$ cat src/hdl/ssefp_pkg.sv
// types, constants and per-byte step functions for the sse stream field parser
// used by ssefp_res_queue and sse_stream_field_parser_core; no dependencies
`timescale 1ns / 1ps
`default_nettype none

package ssefp_pkg;

    localparam logic [2:0] PH_START  = 3'd0;
    localparam logic [2:0] PH_NAME   = 3'd1;
    localparam logic [2:0] PH_VSTART = 3'd2;
    localparam logic [2:0] PH_VALUE  = 3'd3;
    localparam logic [2:0] PH_SKIP   = 3'd4;

    localparam int unsigned M_DATA_BIT  = 0;
    localparam int unsigned M_ID_BIT    = 1;
    localparam int unsigned M_EVENT_BIT = 2;
    localparam int unsigned M_RETRY_BIT = 3;

    localparam logic [1:0] NM_DATA  = 2'd0;
    localparam logic [1:0] NM_ID    = 2'd1;
    localparam logic [1:0] NM_EVENT = 2'd2;
    localparam logic [1:0] NM_RETRY = 2'd3;

    localparam logic [1:0] KIND_VALUE = 2'd0;
    localparam logic [1:0] KIND_CLEAR = 2'd1;
    localparam logic [1:0] KIND_RETRY = 2'd2;
    localparam logic [1:0] KIND_END   = 2'd3;

    localparam logic [1:0] TAG_DATA  = 2'd0;
    localparam logic [1:0] TAG_ID    = 2'd1;
    localparam logic [1:0] TAG_EVENT = 2'd2;

    localparam logic [7:0] CH_LF    = 8'h0A;
    localparam logic [7:0] CH_CR    = 8'h0D;
    localparam logic [7:0] CH_COLON = 8'h3A;
    localparam logic [7:0] CH_SPACE = 8'h20;
    localparam logic [7:0] CH_MINUS = 8'h2D;
    localparam logic [7:0] CH_0     = 8'h30;
    localparam logic [7:0] CH_9     = 8'h39;

    localparam logic [2:0] NAME_LEN_MAX = 3'd7;

    typedef struct packed {
        logic [2:0]  line_phase;
        logic [3:0]  name_match;
        logic [2:0]  name_length;
        logic        cr_held;
        logic        has_field;
        logic        data_nonempty;
        logic [30:0] retry_accum;
        logic        retry_minus;
        logic        retry_digit_seen;
        logic        retry_invalid;
    } t_state;

    localparam t_state C_STATE_RST = '{
        line_phase:       PH_START,
        name_match:       4'hF,
        name_length:      3'd0,
        cr_held:          1'b0,
        has_field:        1'b0,
        data_nonempty:    1'b0,
        retry_accum:      31'd0,
        retry_minus:      1'b0,
        retry_digit_seen: 1'b0,
        retry_invalid:    1'b0
    };

    typedef struct packed {
        logic [1:0]  result_kind;
        logic [1:0]  field_tag;
        logic [7:0]  value_byte;
        logic [30:0] retry_delay;
        logic        last_of_run;
    } t_result;

    typedef struct packed {
        t_state  s;
        logic    emit;
        t_result r;
    } t_ord;

    // results of one accepted byte, toward the result queue
    typedef struct packed {
        logic [1:0] cnt;
        t_result    r0;
        t_result    r1;
    } t_push;

    typedef struct packed {
        t_state s;
        t_push  push;
    } t_step;

    function automatic logic [2:0] f_name_len(input logic [1:0] idx);
        logic [2:0] len;
        case (idx)
            NM_DATA:  len = 3'd4;
            NM_ID:    len = 3'd2;
            NM_EVENT: len = 3'd5;
            NM_RETRY: len = 3'd5;
            default:  len = 3'd0;
        endcase
        return len;
    endfunction

    function automatic logic [7:0] f_name_char(input logic [1:0] idx, input logic [2:0] pos);
        logic [7:0] ch;
        ch = 8'h00;
        case (idx)
            NM_DATA: begin
                case (pos)
                    3'd0:    ch = 8'h64;
                    3'd1:    ch = 8'h61;
                    3'd2:    ch = 8'h74;
                    3'd3:    ch = 8'h61;
                    default: ch = 8'h00;
                endcase
            end
            NM_ID: begin
                case (pos)
                    3'd0:    ch = 8'h69;
                    3'd1:    ch = 8'h64;
                    default: ch = 8'h00;
                endcase
            end
            NM_EVENT: begin
                case (pos)
                    3'd0:    ch = 8'h65;
                    3'd1:    ch = 8'h76;
                    3'd2:    ch = 8'h65;
                    3'd3:    ch = 8'h6E;
                    3'd4:    ch = 8'h74;
                    default: ch = 8'h00;
                endcase
            end
            NM_RETRY: begin
                case (pos)
                    3'd0:    ch = 8'h72;
                    3'd1:    ch = 8'h65;
                    3'd2:    ch = 8'h74;
                    3'd3:    ch = 8'h72;
                    3'd4:    ch = 8'h79;
                    default: ch = 8'h00;
                endcase
            end
            default: ch = 8'h00;
        endcase
        return ch;
    endfunction

    function automatic logic [3:0] f_resolved(input t_state s);
        logic [3:0] m;
        m = 4'h0;
        for (int i = 0; i < 4; i++) begin
            if (s.name_match[i] && s.name_length == f_name_len(2'(i))) begin
                m[i] = 1'b1;
            end
        end
        return m;
    endfunction

    function automatic t_result f_res(input logic [1:0] kind, input logic [1:0] tag,
                                      input logic [7:0] vb, input logic [30:0] ms);
        t_result r;
        r.result_kind = kind;
        r.field_tag   = tag;
        r.value_byte  = vb;
        r.retry_delay = ms;
        r.last_of_run = 1'b0;
        return r;
    endfunction

    // actions when a recognized name ends
    function automatic t_ord f_name_done(input t_state s, input logic [3:0] m);
        t_ord o;
        o.s    = s;
        o.emit = 1'b0;
        o.r    = '0;
        if (m[M_DATA_BIT]) begin
            o.s.has_field = 1'b1;
            if (s.data_nonempty) begin
                o.emit = 1'b1;
                o.r    = f_res(KIND_VALUE, TAG_DATA, CH_LF, 31'd0);
            end
        end else if (m[M_ID_BIT]) begin
            o.s.has_field = 1'b1;
            o.emit        = 1'b1;
            o.r           = f_res(KIND_CLEAR, TAG_ID, 8'h00, 31'd0);
        end else if (m[M_EVENT_BIT]) begin
            o.s.has_field = 1'b1;
            o.emit        = 1'b1;
            o.r           = f_res(KIND_CLEAR, TAG_EVENT, 8'h00, 31'd0);
        end
        return o;
    endfunction

    function automatic t_state f_line_init(input t_state s);
        t_state n;
        n               = C_STATE_RST;
        n.has_field     = s.has_field;
        n.data_nonempty = s.data_nonempty;
        return n;
    endfunction

    // one byte other than line feed
    function automatic t_ord f_ordinary(input t_state s, input logic [7:0] c);
        t_ord        o;
        logic [2:0]  ph;
        logic [3:0]  m;
        logic [34:0] v;
        logic        stop;
        o    = '0;
        o.s  = s;
        ph   = s.line_phase;
        m    = 4'h0;
        v    = '0;
        stop = 1'b0;
        if (ph == PH_START) begin
            if (c == CH_COLON) begin
                o.s.line_phase = PH_SKIP;
                stop           = 1'b1;
            end else begin
                ph = PH_NAME;
            end
        end
        if (!stop && ph == PH_NAME) begin
            stop = 1'b1;
            if (c == CH_COLON) begin
                m              = f_resolved(s);
                o.s.name_match = m;
                if (m == 4'h0) begin
                    o.s.line_phase = PH_SKIP;
                end else begin
                    o.s.line_phase = PH_VSTART;
                    o              = f_name_done(o.s, m);
                end
            end else begin
                o.s.line_phase = PH_NAME;
                for (int i = 0; i < 4; i++) begin
                    if (!(s.name_length < f_name_len(2'(i)) &&
                          f_name_char(2'(i), s.name_length) == c)) begin
                        o.s.name_match[i] = 1'b0;
                    end
                end
                if (s.name_length < NAME_LEN_MAX) begin
                    o.s.name_length = s.name_length + 3'd1;
                end
            end
        end
        if (!stop && ph == PH_VSTART) begin
            o.s.line_phase = PH_VALUE;
            ph             = PH_VALUE;
            if (c == CH_SPACE) begin
                stop = 1'b1;
            end
        end
        if (!stop && ph == PH_VALUE) begin
            if (s.name_match[M_RETRY_BIT]) begin
                if (!s.retry_invalid) begin
                    if (c == CH_MINUS && !s.retry_minus && !s.retry_digit_seen) begin
                        o.s.retry_minus = 1'b1;
                    end else if (c inside {[CH_0:CH_9]}) begin
                        v = ({4'b0, s.retry_accum} << 3) + ({4'b0, s.retry_accum} << 1)
                            + {31'b0, c[3:0]};
                        o.s.retry_digit_seen = 1'b1;
                        if (v[34:31] != 4'h0) begin
                            o.s.retry_invalid = 1'b1;
                        end else begin
                            o.s.retry_accum = v[30:0];
                        end
                    end else begin
                        o.s.retry_invalid = 1'b1;
                    end
                end
            end else if (s.name_match[M_DATA_BIT]) begin
                o.s.data_nonempty = 1'b1;
                o.emit            = 1'b1;
                o.r               = f_res(KIND_VALUE, TAG_DATA, c, 31'd0);
            end else if (s.name_match[M_ID_BIT]) begin
                o.emit = 1'b1;
                o.r    = f_res(KIND_VALUE, TAG_ID, c, 31'd0);
            end else if (s.name_match[M_EVENT_BIT]) begin
                o.emit = 1'b1;
                o.r    = f_res(KIND_VALUE, TAG_EVENT, c, 31'd0);
            end
        end
        return o;
    endfunction

    function automatic t_ord f_end_line(input t_state s);
        t_ord o;
        o   = '0;
        o.s = s;
        case (s.line_phase)
            PH_START: begin
                if (s.has_field) begin
                    o.emit            = 1'b1;
                    o.r               = f_res(KIND_END, TAG_DATA, 8'h00, 31'd0);
                    o.s.has_field     = 1'b0;
                    o.s.data_nonempty = 1'b0;
                end
            end
            PH_NAME: begin
                o = f_name_done(s, f_resolved(s));
            end
            PH_VSTART, PH_VALUE: begin
                if (s.name_match[M_RETRY_BIT] && !s.retry_invalid && s.retry_digit_seen &&
                    (!s.retry_minus || s.retry_accum == 31'd0)) begin
                    o.s.has_field = 1'b1;
                    o.emit        = 1'b1;
                    o.r           = f_res(KIND_RETRY, TAG_DATA, 8'h00, s.retry_accum);
                end
            end
            default: begin
            end
        endcase
        o.s = f_line_init(o.s);
        return o;
    endfunction

    // full work for one stream byte
    function automatic t_step f_step(input t_state s, input logic [7:0] c);
        t_step  st;
        t_ord   o1;
        t_ord   o2;
        t_state cur;
        st  = '0;
        o1  = '0;
        o2  = '0;
        cur = s;
        if (c == CH_LF) begin
            o2  = f_end_line(s);
            cur = o2.s;
        end else begin
            if (s.cr_held) begin
                cur.cr_held = 1'b0;
                o1          = f_ordinary(cur, CH_CR);
                cur         = o1.s;
            end
            if (c == CH_CR) begin
                if (cur.line_phase != PH_SKIP) begin
                    cur.cr_held = 1'b1;
                end
            end else begin
                o2  = f_ordinary(cur, c);
                cur = o2.s;
            end
        end
        st.s        = cur;
        st.push.cnt = {1'b0, o1.emit} + {1'b0, o2.emit};
        if (o1.emit) begin
            st.push.r0 = o1.r;
            st.push.r1 = o2.r;
        end else begin
            st.push.r0 = o2.r;
            st.push.r1 = '0;
        end
        if (st.push.cnt == 2'd2) begin
            st.push.r1.last_of_run = 1'b1;
        end else begin
            st.push.r0.last_of_run = 1'b1;
        end
        return st;
    endfunction

endpackage

`default_nettype wire

$ cat src/hdl/ssefp_res_queue.sv
// four-entry result queue: takes up to two results per cycle, hands out one
// depends on ssefp_pkg for the result and push types
`timescale 1ns / 1ps
`default_nettype none

module ssefp_res_queue (
    input  wire                     i_clk,
    input  wire                     i_rst_n,
    input  wire ssefp_pkg::t_push   i_push,
    output logic                    o_room,
    output logic                    o_valid,
    input  wire                     i_pop,
    output ssefp_pkg::t_result      o_res
);
    import ssefp_pkg::*;

    t_result    r_mem [4];
    logic [1:0] r_wp;
    logic [1:0] r_rp;
    logic [2:0] r_count;
    logic [1:0] n_wp;
    logic [1:0] n_rp;
    logic [2:0] n_count;
    logic       w_pop;

    assign o_room  = r_count < 3'd3;
    assign o_valid = r_count != 3'd0;
    assign o_res   = r_mem[r_rp];
    assign w_pop   = i_pop && o_valid;

    always_comb begin
        n_wp    = r_wp + i_push.cnt;
        n_rp    = r_rp + {1'b0, w_pop};
        n_count = r_count + {1'b0, i_push.cnt} - {2'b0, w_pop};
    end

    always_ff @(posedge i_clk) begin
        if (!i_rst_n) begin
            r_wp    <= 2'd0;
            r_rp    <= 2'd0;
            r_count <= 3'd0;
        end else begin
            r_wp    <= n_wp;
            r_rp    <= n_rp;
            r_count <= n_count;
        end
    end

    always_ff @(posedge i_clk) begin
        if (i_push.cnt != 2'd0) begin
            r_mem[r_wp] <= i_push.r0;
        end
        if (i_push.cnt == 2'd2) begin
            r_mem[r_wp + 2'd1] <= i_push.r1;
        end
    end

endmodule

`default_nettype wire

$ cat src/hdl/sse_stream_field_parser_core.sv
// top level of the sse stream field parser: line state register and result queue
// depends on ssefp_pkg and ssefp_res_queue
//
// channel   dir  tdata                                    tuser              tlast
// s (in)    in   [7:0] stream_byte                        -                  -
// m (out)   out  [7:0] value_byte, [38:8] retry_delay    [1:0] result_kind  last_of_run
//                                                         [3:2] field_tag
//
// one byte per cycle; the byte is decoded against the line state register in the
// accepting cycle and its zero to two results are written into a four-entry queue
// results leave one per cycle while m tready is high, so bytes giving two results slow the input to the
// output rate; s tready drops while fewer than two queue entries are free
// i_rst_n is synchronous, active low, and returns the parser to start of line
`timescale 1ns / 1ps
`default_nettype none

module sse_stream_field_parser_core (
    input  wire         i_clk,
    input  wire         i_rst_n,
    input  wire         i_s_tvalid,
    output logic        o_s_tready,
    input  wire  [7:0]  i_s_tdata,    // [7:0] stream_byte
    output logic        o_m_tvalid,
    input  wire         i_m_tready,
    output logic [39:0] o_m_tdata,    // [7:0] value_byte, [38:8] retry_delay, [39] zero
    output logic [3:0]  o_m_tuser,    // [1:0] result_kind, [3:2] field_tag
    output logic        o_m_tlast     // last_of_run
);
    import ssefp_pkg::*;

    t_state  r_state;
    t_state  n_state;
    t_step   w_step;
    t_push   w_push;
    t_result w_res;
    logic    w_room;
    logic    w_accept;

    assign o_s_tready = w_room;
    assign w_accept   = i_s_tvalid && w_room;

    always_comb begin
        w_step  = f_step(r_state, i_s_tdata);
        n_state = w_accept ? w_step.s : r_state;
        w_push  = w_step.push;
        if (!w_accept) begin
            w_push.cnt = 2'd0;
        end
    end

    always_ff @(posedge i_clk) begin
        if (!i_rst_n) begin
            r_state <= C_STATE_RST;
        end else begin
            r_state <= n_state;
        end
    end

    ssefp_res_queue u_res_queue (
        .i_clk   (i_clk),
        .i_rst_n (i_rst_n),
        .i_push  (w_push),
        .o_room  (w_room),
        .o_valid (o_m_tvalid),
        .i_pop   (i_m_tready),
        .o_res   (w_res)
    );

    assign o_m_tdata = {1'b0, w_res.retry_delay, w_res.value_byte};
    assign o_m_tuser = {w_res.field_tag, w_res.result_kind};
    assign o_m_tlast = w_res.last_of_run;

endmodule

`default_nettype wire

$ cat config.mk
export PLATFORM = sky130hd
export DESIGN_NAME = sse_stream_field_parser_core
export DESIGN_NICKNAME = d
export VERILOG_FILES = /design/src/hdl/ssefp_pkg.sv /design/src/hdl/ssefp_res_queue.sv /design/src/hdl/sse_stream_field_parser_core.sv
export SDC_FILE = /design/constraint.sdc
export NUM_CORES = 1
export LEC_CHECK = 0
export ABC_CLOCK_PERIOD_IN_PS = 18000
export BUFFER_PORTS_ARGS = -buffer_cell sky130_fd_sc_hd__clkbuf_2
export CELL_PAD_IN_SITES_DETAIL_PLACEMENT = 0
export CELL_PAD_IN_SITES_GLOBAL_PLACEMENT = 2
export CORE_MARGIN = 3
export CORE_UTILIZATION = 45
export CTS_CLUSTER_DIAMETER = 40
export DETAILED_ROUTE_END_ITERATION = 7
export PLACE_DENSITY = 0.91
export SYNTH_ARGS = -nofsm -noshare
export SYNTH_HDL_FRONTEND = slang
export SYNTH_SLANG_ARGS = --single-unit
$ cat constraint.sdc
create_clock -name i_clk -period 18 [get_ports i_clk]
set_clock_uncertainty 0.1 [all_clocks]
set_input_delay 1.8 -clock i_clk [delete_from_list [all_inputs] [get_ports i_clk]]
set_output_delay 1.8 -clock i_clk [all_outputs]
set_load 0.05 [all_outputs]
==> flow_metrics.env <==
export IMPL_run_status="complete, no violations"
export IMPL_place_gp_congestion=0.919
export IMPL_rsz0062_at_grt="no"
export IMPL_post_detailed_routing_wire_length_mm=35.6
export IMPL_min_delay_path_depth=2
export IMPL_io_port_bufs=57
export IMPL_placementRows=62
export IMPL_critical_path_arrival_ns=6.64
export IMPL_ios=59
export IMPL_hold_critical_path_endpoint="r_state[2]"
export IMPL_fp_dieH_um=178
export IMPL_area_growth_synth_to_final_pct=12.3
export IMPL_cellPowerDensity_mw_per_mm2=97.8
export IMPL_switching_fraction=0.303
export IMPL_leakagePower_nw=5.88
export IMPL_period_share=0.358
export IMPL_preCtsSetupSlack_ns=11.16
export IMPL_finalCoreUtilization=0.517
export IMPL_yosys_cell_types_count=76
export IMPL_grt_ovfl_total=0
export IMPL_clock_insertion_delay_worst_skew_ns=0.55
export IMPL_cts_sinks=230
export IMPL_synth_net_count=1293
export IMPL_drcViolationCount=0
export IMPL_num_vias=9979
export IMPL_seq_area_frac_synth=0.480
export IMPL_synth_cells=1200
export IMPL_cts_buffers=31
export IMPL_r2r_worst_path_cells=16
export IMPL_report_final_setup_viol=0
export IMPL_cts_root_buf="clkbuf_16"
export IMPL_detailedRoute_firstPassIterationCount=5
export IMPL_grt_first_pass_wirelength_mm=56.1
export IMPL_seq_power_share=0.420
export IMPL_synth_largest_area_cell="edfxtp_1"
export IMPL_cts_tree="done"
export IMPL_required_ns=18.19
export IMPL_mostFrequentLayoutCells="edfxtp_1 (176), and3_1 (97), ha_1 (78)"
export IMPL_die_area_mm2=0.0316
export IMPL_avgRoutedWirePerCell_um=21.9
export IMPL_cts_buffer_depth=3
export IMPL_netlist_top_cells_area="edfxtp_1 (40%), dfxtp_1 (8.1%), mux4_2 (7.5%)"
export IMPL_drtIter0Drc=1051
export IMPL_worst_pin_slew_ns=1.31
export IMPL_layout_filler_cells=2590
export IMPL_grt_start_max_net_pins=73
export IMPL_fin_ws_ns=11.55
export IMPL_p_clk_frac=0.416
export IMPL_grt_usage=0.226
export IMPL_path_class="register to register"
export IMPL_asyncSetResetFlopFracSynth=0
export IMPL_synth_enable_flop_cells=176
export IMPL_fin_setup_tns_ns=0
export IMPL_ys_dominant_reg_cell="edfxtp_1"
export IMPL_post_drt_via_cell_ratio=6.14
export IMPL_post_route_min_period_ns=6.45
export IMPL_ys_seq_elements=230
export IMPL_hp_start="r_state[2]"
export IMPL_worstPathMaxFanout=26
export IMPL_worst_setup_hold_path_clk_slew_ns=0.06
export IMPL_post_synth_instance_area_mm2=0.0133
export IMPL_ir_drop_mv=0.0779
export IMPL_antenna_violating_nets_post_route=0
export IMPL_cts_hold_buf=0
export IMPL_drv_slew=0
export IMPL_postSynthAreaPerCell_um2=11.1
export IMPL_num_antenna_cells=0
export IMPL_clock_fmax_mhz=155
export IMPL_final_layout_size_suffix_gt1_frac=0.157
export IMPL_maxCapViolations=0
export IMPL_mostFrequentLayoutCell="edfxtp_1"
export IMPL_startpoint_type="register"
export IMPL_cts_htree_levels=1
export IMPL_post_cts_resized_instances=0
export IMPL_r2r_end="u_res_queue.r_mem[2][35]"
export IMPL_cts_post_setup_buffers_inserted=0
export IMPL_fin_nets=1311
export IMPL_crit_reg2reg_launch="r_state[46]"
export IMPL_dp_hpwl_mm=24.1
export IMPL_die_x_um=178
export IMPL_place_detailed_instances=1569
export IMPL_finish_cell_count_without_fillers=1626
export IMPL_regToRegSetupSlack_ns=11.55
export IMPL_internal_power_mw=1.02
export IMPL_first_global_vias=9785
export IMPL_net_switching_power_mw=0.441
export IMPL_timing_hold_violations_final=0
export IMPL_holdCritPathClass="register to register"
export IMPL_floorplan_initialDensity=0.460
export IMPL_power_combinational_fraction=0.164
export IMPL_antenna_violations_before_repair=0
export IMPL_core_area_mm2=0.0289
export IMPL_synth_top_cell_area_share=0.398
export IMPL_fin_worst_hold_slack_ns=0.405
export IMPL_cp_end_kind="register"
export IMPL_yosysWarnings=0
export IMPL_slew_headroom=0.122
[power groups by stage]
| stage | registers, mW | logic (mW) | clock network (mW) |
|---|---|---|---|
| after floorplan | 0.586 | 0.219 | 0 |
| after global placement | 0.624 | 0.239 | 0 |
| after CTS | 0.614 | 0.240 | 0.615 |
| after detailed placement | 0.624 | 0.240 | 0 |
| final | 0.612 | 0.239 | 0.607 |
| after global routing | 0.618 | 0.254 | 0.638 |
[registers in the layout, indices dropped and copies added, names as in the netlist]
register,cells
u_res_queue.r_count,3
u_res_queue.r_mem,176
u_res_queue.r_wp,2
r_state,47
u_res_queue.r_rp,2
[critical path: stages, from the launching register on]
cell and delay [ns]:
dfxtp_1 0.41, nor3b_1 0.66, o21ai_0 0.20, a22o_1 0.35
inv_1 0.21, ha_1 0.45, nand3_1 0.16, a31oi_1 0.31
nand2_1 0.17, nor3_1 0.39, nor3_1 0.09, a311oi_1 0.38
ha_1 0.42, nor3b_1 0.37, nand3_1 0.60, buf_4 0.49
maj3_1 0.41
[how the worst max path moves through the flow]
| stage | slack (ns) | to | cells after the start | from |
|---|---|---|---|---|
| after floorplan | 10.78 | u_res_queue.r_mem[2][0] | 13 | i_s_tdata[1] |
| after global placement | 11.44 | u_res_queue.r_mem[2][39] | 14 | i_s_tdata[2] |
| after detailed placement | 11.16 | u_res_queue.r_mem[2][38] | 14 | i_s_tdata[2] |
| after CTS | 11.68 | u_res_queue.r_mem[2][35] | 16 | r_state[46] |
| after global routing | 11.26 | u_res_queue.r_mem[2][36] | 17 | r_state[46] |
| final | 11.55 | u_res_queue.r_mem[2][35] | 16 | r_state[46] |
[stage by stage]
| stage | power [mW] | cell area, um2 |
|---|---|---|
| after floorplan | 0.805 | 13300 |
| after global placement | 0.863 | 13900 |
| after detailed placement | 0.864 | 13900 |
| after CTS | 1.47 | 14900 |
| after global routing | 1.51 | 14900 |
| final | 1.46 | 14900 |
[cell type report]
class,count,area (um2),area share
flip-flops and latches,230,6370,0.427
clock buffers,34,807,0.0541
inverters,52,195,0.0131
multi-input cells,831,6420,0.431
clock inverters,23,238,0.0159
well taps,384,480,0.0322
repair buffers,72,398,0.0267
[per-layer routing]
metal | track usage | wire [um] | share of wire | vias to the layer above
met5 | 0 | 0 | 0 | -
met1 | 0.323 | 15500 | 0.44 | 4868
met2 | 0.366 | 16800 | 0.47 | 388
met3 | 0.0321 | 2740 | 0.077 | 48
li1 | - | - | - | 4675
met4 | 0.0524 | 570 | 0.016 | 0
[cells by family after synthesis]
group | synth area share
AOI/OAI and AO/OA | 0.112
buffers and inverters | 0.0413
and+or+nand+nor | 0.169
DFF | 0.480
muxes | 0.0823
adders and majority gates | 0.0871
xor gates and xnor gates | 0.0290
other | 0.000282
[cells in the mapped netlist (all sizes together), types with 13 or more instances]
| cell type | count |
|---|---|
| a21oi | 58 |
| nand2 | 76 |
| buf | 16 |
| ha | 78 |
| dfxtp | 54 |
| o32ai | 27 |
| mux4 | 44 |
| a21o | 15 |
| xnor2 | 28 |
| nor2 | 71 |
| edfxtp | 176 |
| nor3 | 15 |
| o21ai | 38 |
| a31oi | 15 |
| and3 | 98 |
| nor2b | 13 |
| nor4 | 68 |
| xor2 | 16 |
| inv | 50 |
| nand3 | 26 |
| nand4 | 15 |
| clkbuf | 71 |
Power figures use the tool's default switching activity.
